[src/hw/rtl/sal_pkg.sv]
// shared types and constants for the skyline atlas allocator
package sal_pkg;

   // fixed widths of the request and result fields
   localparam int REQ_W = 10;
   localparam int POS_W = 9;

   // result status codes
   typedef enum logic [1:0] {
      STATUS_PLACED  = 2'd0,
      STATUS_EMPTY   = 2'd1,
      STATUS_NO_ROOM = 2'd2
   } alloc_status_type;

   // per-cycle control from the sequencer to the span unit
   typedef struct packed {
      logic init;     // clear the best-corner tracker
      logic vld;      // a skyline word arrives this cycle
      logic fwd;      // forward pass (prefix max and window compare)
      logic brk;      // block boundary: restart the running max
      logic win_vld;  // a full window ends at this column
   } span_ctl_type;

endpackage

[src/hw/rtl/sal_span.sv]
// running block max, sliding window max and leftmost-lowest corner tracking
module sal_span #(
   parameter int ATLAS_SIZE = 512
) (
   input  logic                              clock,
   input  logic                              reset,
   input  sal_pkg::span_ctl_type             ctl,
   input  logic [$clog2(ATLAS_SIZE)-1:0]     win_u,
   input  logic [$clog2(ATLAS_SIZE+1)-1:0]   hgt_rd,
   input  logic [$clog2(ATLAS_SIZE+1)-1:0]   sfx_rd,
   output logic [$clog2(ATLAS_SIZE+1)-1:0]   run_max,
   output logic [$clog2(ATLAS_SIZE)-1:0]     best_u,
   output logic [$clog2(ATLAS_SIZE+1)-1:0]   best_v
);

   import sal_pkg::*;

   localparam int AW = $clog2(ATLAS_SIZE);
   localparam int HW = $clog2(ATLAS_SIZE + 1);
   localparam logic [HW-1:0] HGT_FULL = HW'(ATLAS_SIZE);

   logic [HW-1:0] run_ff, run_in;
   logic [HW-1:0] win;
   logic [HW-1:0] win_ff;
   logic [AW-1:0] win_u_ff;
   logic          win_vld_ff, win_vld_in;
   logic [HW-1:0] best_v_ff, best_v_in;
   logic [AW-1:0] best_u_ff, best_u_in;

   // suffix max on the backward pass, prefix max on the forward pass
   always_comb begin
      if (ctl.brk || hgt_rd > run_ff) begin
         run_max = hgt_rd;
      end else begin
         run_max = run_ff;
      end
      run_in = ctl.vld ? run_max : run_ff;
      win = (run_max > sfx_rd) ? run_max : sfx_rd;
      win_vld_in = ctl.vld && ctl.fwd && ctl.win_vld;
   end

   // strict less keeps the leftmost of equal spans
   always_comb begin
      best_v_in = best_v_ff;
      best_u_in = best_u_ff;
      if (ctl.init) begin
         best_v_in = HGT_FULL;
         best_u_in = '0;
      end else if (win_vld_ff && win_ff < best_v_ff) begin
         best_v_in = win_ff;
         best_u_in = win_u_ff;
      end
   end

   always_ff @(posedge clock) begin
      run_ff    <= run_in;
      win_ff    <= win;
      win_u_ff  <= win_u;
      best_v_ff <= best_v_in;
      best_u_ff <= best_u_in;
      if (reset) begin
         win_vld_ff <= 1'b0;
      end else begin
         win_vld_ff <= win_vld_in;
      end
   end

   assign best_u = best_u_ff;
   assign best_v = best_v_ff;

endmodule

[config.mk]
export PLATFORM = sky130hd
export DESIGN_NAME = sal_span
export DESIGN_NICKNAME = d
export VERILOG_FILES = /design/src/hw/rtl/sal_pkg.sv /design/src/hw/rtl/sal_span.sv
export SDC_FILE = /design/constraint.sdc
export NUM_CORES = 1
export LEC_CHECK = 0
export BUFFER_PORTS_ARGS = -buffer_cell sky130_fd_sc_hd__clkbuf_2
export CORE_ASPECT_RATIO = 0.9
export CORE_MARGIN = 10
export CORE_UTILIZATION = 48
export CTS_CLUSTER_DIAMETER = 100
export CTS_CLUSTER_SIZE = 20
export DETAILED_ROUTE_END_ITERATION = 6
export PLACE_DENSITY = 0.75
export SYNTH_ARGS = -nofsm -noshare
export SYNTH_HDL_FRONTEND = slang
export SYNTH_SLANG_ARGS = --single-unit
[constraint.sdc]
create_clock -name clock -period 4.04 [get_ports clock]
set_input_delay 0.606 -clock clock [delete_from_list [all_inputs] [get_ports clock]]
set_output_delay 0.606 -clock clock [all_outputs]
set_load 0.02 [all_outputs]
### Word-level counts from Yosys, hierarchy flattened

Index checks and enable logic that the tools add are counted.

* magnitude comparators: 3
* mux-type cells: 2
* reductions and logical operators: 4

Operators by type and width (number)
* $gt 10x10->1: 2
* $mux 10: 2
* $lt 10x10->1: 1
* $logic_and 1x1->1: 3
* $logic_or 1x1->1: 1

* register bits: 49
* input bits: 36
* word-level logic and storage cells: 15

### Logic depth before layout (Yosys ltp)

* depth in word-level cells: 5
* depth in mapped cells: 15
* mapped depth without buffers: 13

### Worst setup path after synthesis

No wires, ideal clock.

* path kind: in2reg
* start point: input hgt_rd[9]
* end point: register win_ff[0]
* library setup time: 0.138 ns
* data arrival time: 3.951 ns
* required time: 3.902 ns
* slack: -0.049 ns
* cell stages on the path: 14
* path buffers: 2
* cell sequence: ha_1 nand4_1 a211o_2 or4b_4 buf_6 nand2_1 o21ai_0 ha_1 a21oi_1 o21ai_0 a2111oi_0 buf_2 o21ba_2 a31oi_1

* longest elaborated chain between the ends: 5

Ends and longest elaborated chain
* from (decl): RTL line sal_span.sv:9 `input logic [$clog2(ATLAS_SIZE+1)-1:0] hgt_rd,`
* $gt 10x10->1: RTL line sal_span.sv:32 `if (ctl.brk || hgt_rd > run_ff) begin`
* $logic_or 1x1->1: RTL line sal_span.sv:32
* $mux 10: RTL line sal_span.sv:32
* net run_max[5]: RTL line sal_span.sv:11 `output logic [$clog2(ATLAS_SIZE+1)-1:0] run_max,`
* $gt 10x10->1: RTL line sal_span.sv:38 `win = (run_max > sfx_rd) ? run_max : sfx_rd;`
* $mux 10: RTL line sal_span.sv:38
* net win[0]: RTL line sal_span.sv:23 `logic [HW-1:0] win;`
* to (signal assigned): RTL line sal_span.sv:57 `win_ff <= win;`
* to (decl): RTL line sal_span.sv:24 `logic [HW-1:0] win_ff;`

The timed path passes the listed nets, and every way through them passes these cells.
A chain may end at the register's enable or synchronous reset.

### Worst setup path in the final report

* start point: input hgt_rd[9]
* end point: register win_ff[5]

* longest elaborated chain between the ends: 5

Ends and longest elaborated chain (RTL line)
* $gt 10x10->1: sal_span.sv:32
* $logic_or 1x1->1: sal_span.sv:32
* $mux 10 (*): sal_span.sv:32
* $gt 10x10->1: sal_span.sv:38
* $mux 10 (*): sal_span.sv:38
* net win[5]: sal_span.sv:23

Mark *: on every way through the listed nets, which the timed path passes. The rest lies on a longest branch.

==> impl_summary.txt <==
----------------------------------------------------
[Outcome]
  Outcome ... completed

[Drt]
  Iteration count of the initial detailed-routing pass ... 4
  DRC violations left ... 0
  Via-per-instance ratio ... 5.27
  Remaining antenna violation count ... 0
  Final routed wirelength across all metal layers ... 6330 µm
  Post-detailed-route wirelength per cell ... 15.2 µm
  Via count of the routed design ... 2189
  Drt first-iter violations ... 136

[Place]
  Count of input and output buffers ... 64
  Routability-driven placement congestion ratio ... 0.947
  Pre-CTS setup slack ... -0.0350 ns
  Detailed placement HPWL ... 5180 µm
  Post-Place Cells ... 407

[Logic synthesis]
  Area share of the largest cell type after synthesis ... 28.5%
  Number of synthesized register bits ... 49
  Number of synthesized flops with an enable pin ... 10
  Synth Net Count ... 342
  Cell accounting for the most synthesized area ... dfxtp_1
  Ys flop type ... dfxtp_1
  Post-synthesis cell type count ... 38
  Average size of a mapped cell ... 9.88 µm²
  Async set or reset register ratio after synthesis ... 0%
  Sequential-to-total area share from yosys stat ... 39.5%
  Post-synthesis cell area ... 2740 µm²
  Area contributors post-synth ... dfxtp_1 (29%), ha_1 (13%), edfxtp_1 (11%)
  Warnings from Yosys ... 0
  Synthesized instance count ... 277

[Timing]
  Total Neg Setup Slack ... 0 ns
  Unrepaired setup endpoints after global routing ... false
  Final setup margin ... 0.277 ns
  Worst clock skew ... 0.00802 ns
  Number of slew-limit violations in the final report ... 0
  Worst relative slew slack ... 35.7%
  Setup violation total in the final timing report ... 0
  Worst Hold Margin ... 0.398 ns
  Maximum achievable frequency ... 0.266 GHz
  Slew at the pin closest to its max-slew limit ... 0.965 ns
  Min Clock Period, post-route ... 3.76 ns
  Hold Vio Cnt, Final ... 0
  Part of the cycle the worst path needs ... 93.2%

[Layout]
  Final-stage net count ... 409
  Area delta synth->final ... 18.2%
  Share of final-layout standard cells stronger than drive strength 1 ... 27.5%
  Final standard cell count with taps included and fillers excluded ... 415
  Number of diodes ... 0

[Worst hold path]
  Worst Hold Class ... primary input to register
  Min-delay src ... win_u[5]

[Clocking]
  Number of clock buffers inserted by TritonCTS ... 5
  Setup fix buffers added after clock tree synthesis ... 0
  TritonCTS clock tree ... yes
  Maximum clock path buffer count ... 2
  Deepest level of the CTS H-tree ... 2
  Clock transition at the registers of the reported paths ... 0.09 ns
  TritonCTS Sinks ... 49
  Clock root buffer master ... clkbuf_8
  Clock latency reported for the late side of the worst-skew pair ... 0.31 ns

[Pwr]
  Total Power Consumption ... 1.42 mW
  Worst vdd rail ir drop ... 233 µV
  Total power per unit cell area ... 439 nW/µm²
  Total leakage power ... 1.48 nW

[Floorplan]
  FP Rows ... 26
  Die Ht ... 91.6 µm
  Die Wd ... 99.6 µm
  Top-level port count ... 65
  Placeable core area ... 5600 µm²
  Initial standard-cell utilization of the core ... 48.9%
  Area enclosed by the die boundary ... 9130 µm²

[Worst setup path]
  Required time of the critical path ... 4.27 ns
  Category of the critical setup timing path ... primary input to register
  Beginning of the critical path ... hgt_rd[9]
  Critical path data arrival time ... 4.00 ns
  Sort of element at the start of the critical path ... primary input
  Worst reg2reg startpoint ... run_ff[3]
  Critical path fanouts, max ... 10
  Endpoint type of the worst setup path ... register

[Global routing]
  Total congestion overflow ... 0
  Number of global-route vias before repair ... 2238
  Pin count of the biggest net entering global routing ... 39
  Wire length of the first global-routing pass ... 10500 µm
  Initial antenna violation count ... 0
  Total global-route track usage ... 13.9%

[Flow run]
  Maxcap violations ... 0

----------------------------------------------------
critical path, stage by stage:
cell and delay, ns:
clkbuf_2 0.11, ha_1 0.34, a211oi_2 0.28, o21ai_2 0.12, or4b_4 0.49, nand2_1 0.24, o21ai_1 0.16, ha_1 0.34
a21oi_1 0.15, o21ai_0 0.14, a2111oi_2 0.47, buf_4 0.28, a311oi_2 0.07, a2bb2oi_1 0.19
timing repair:
action,4_1_cts,5_1_grt
gates resized for setup,0,1
hold buffers,0,0
setup endpoints to repair,0,1
worst paths after layout:
kind | to | slack (ns) | cells past startpoint
worst max-delay path | win_ff[5] | 0.28 | 14
worst min-delay path | win_u_ff[5] | 0.40 | 1
worst max register to register | win_ff[5] | 0.30 | 14
worst min register to register | best_u[1] | 0.46 | 2
state kept, by name (all words and copies together), names as in the netlist:
| name | cells |
|---|---|
| best_u | 9 |
| win_u_ff | 9 |
| best_v | 10 |
| win_ff | 10 |
| win_vld_ff | 1 |
| run_ff | 10 |
through the flow:
step	area (µm²)	util [%]
6_report	3240	57.8
5_1_grt	3240	57.8
4_1_cts	3230	57.8
3_5_place_dp	3150	56.2
3_3_place_gp	3150	56.2
2_1_floorplan	2740	-
synthesized netlist by cell type, drive strengths merged, types with 2 or more instances:
| cell | n |
|---|---|
| inv | 40 |
| buf | 6 |
| a21o | 2 |
| clkbuf | 5 |
| nor2 | 5 |
| a2bb2oi | 9 |
| mux2i | 19 |
| ha | 29 |
| nand2b | 39 |
| o21ai | 24 |
| edfxtp | 10 |
| a21oi | 7 |
| a211oi | 3 |
| a311oi | 9 |
| o211a | 2 |
| nand2 | 8 |
| dfxtp | 39 |
| nand4 | 6 |
per-layer routing:
metal / part of all wire, % / vias up / GRT usage (%)
met2: 46 / 75 / 22.0
met5: 0 / - / 0
met3: 8.0 / 12 / 4.05
met1: 44 / 993 / 17.5
met4: 1.5 / 0 / 4.89
li1: - / 1109 / -
final cells by class:
cell class	instances	area [µm²]
clock buffer	6	72.6
clock inverter	2	13.8
fill	498	2360
inverter	40	150
multi-input combinational	177	1460
sequential	49	1080
tap	70	87.6
timing repair buffer	71	373
placed cells by master (no fill, tap or decap), drive strengths merged:
| cell type | synthesis | layout |
|---|---|---|
| and4 | 1 | 1 |
| o211a | 2 | 2 |
| or2 | 1 | 1 |
| nor4b | 1 | 1 |
| nor2 | 5 | 5 |
| nand3 | 1 | 1 |
| inv | 40 | 41 |
| a21oi | 7 | 7 |
| mux2i | 19 | 19 |
| nor3 | 1 | 1 |
| nor4 | 1 | 1 |
| o21ba | 1 | 1 |
| clkbuf | 5 | 70 |
| a31oi | 1 | 1 |
| edfxtp | 10 | 10 |
| nand2b | 39 | 39 |
| a211o | 1 | 1 |
| a2bb2oi | 9 | 9 |
| o311a | 1 | 1 |
| clkinv | 0 | 1 |
| a211oi | 3 | 3 |
| ha | 29 | 29 |
| o21ai | 24 | 24 |
| a311oi | 9 | 9 |
| and2 | 1 | 1 |
| and4b | 1 | 1 |
| or4b | 1 | 1 |
| nand2 | 8 | 8 |
| buf | 6 | 7 |
| a2111oi | 1 | 1 |
| a21o | 2 | 2 |
| nor2b | 1 | 1 |
| dfxtp | 39 | 39 |
| nand4 | 6 | 6 |
where the power goes:
part           internal, mW  switching, mW
clock network         0.124          0.172
registers             0.572         0.0362
logic                 0.222          0.294
cell families after synthesis:
logic type	share of synthesized area (%)
flops	39.5
simple gates	15.4
buf+inv	7.59
mux	6.95
compound gates	17.3
fa+ha+maj	13.3
(Power assumes the default switching activity.)
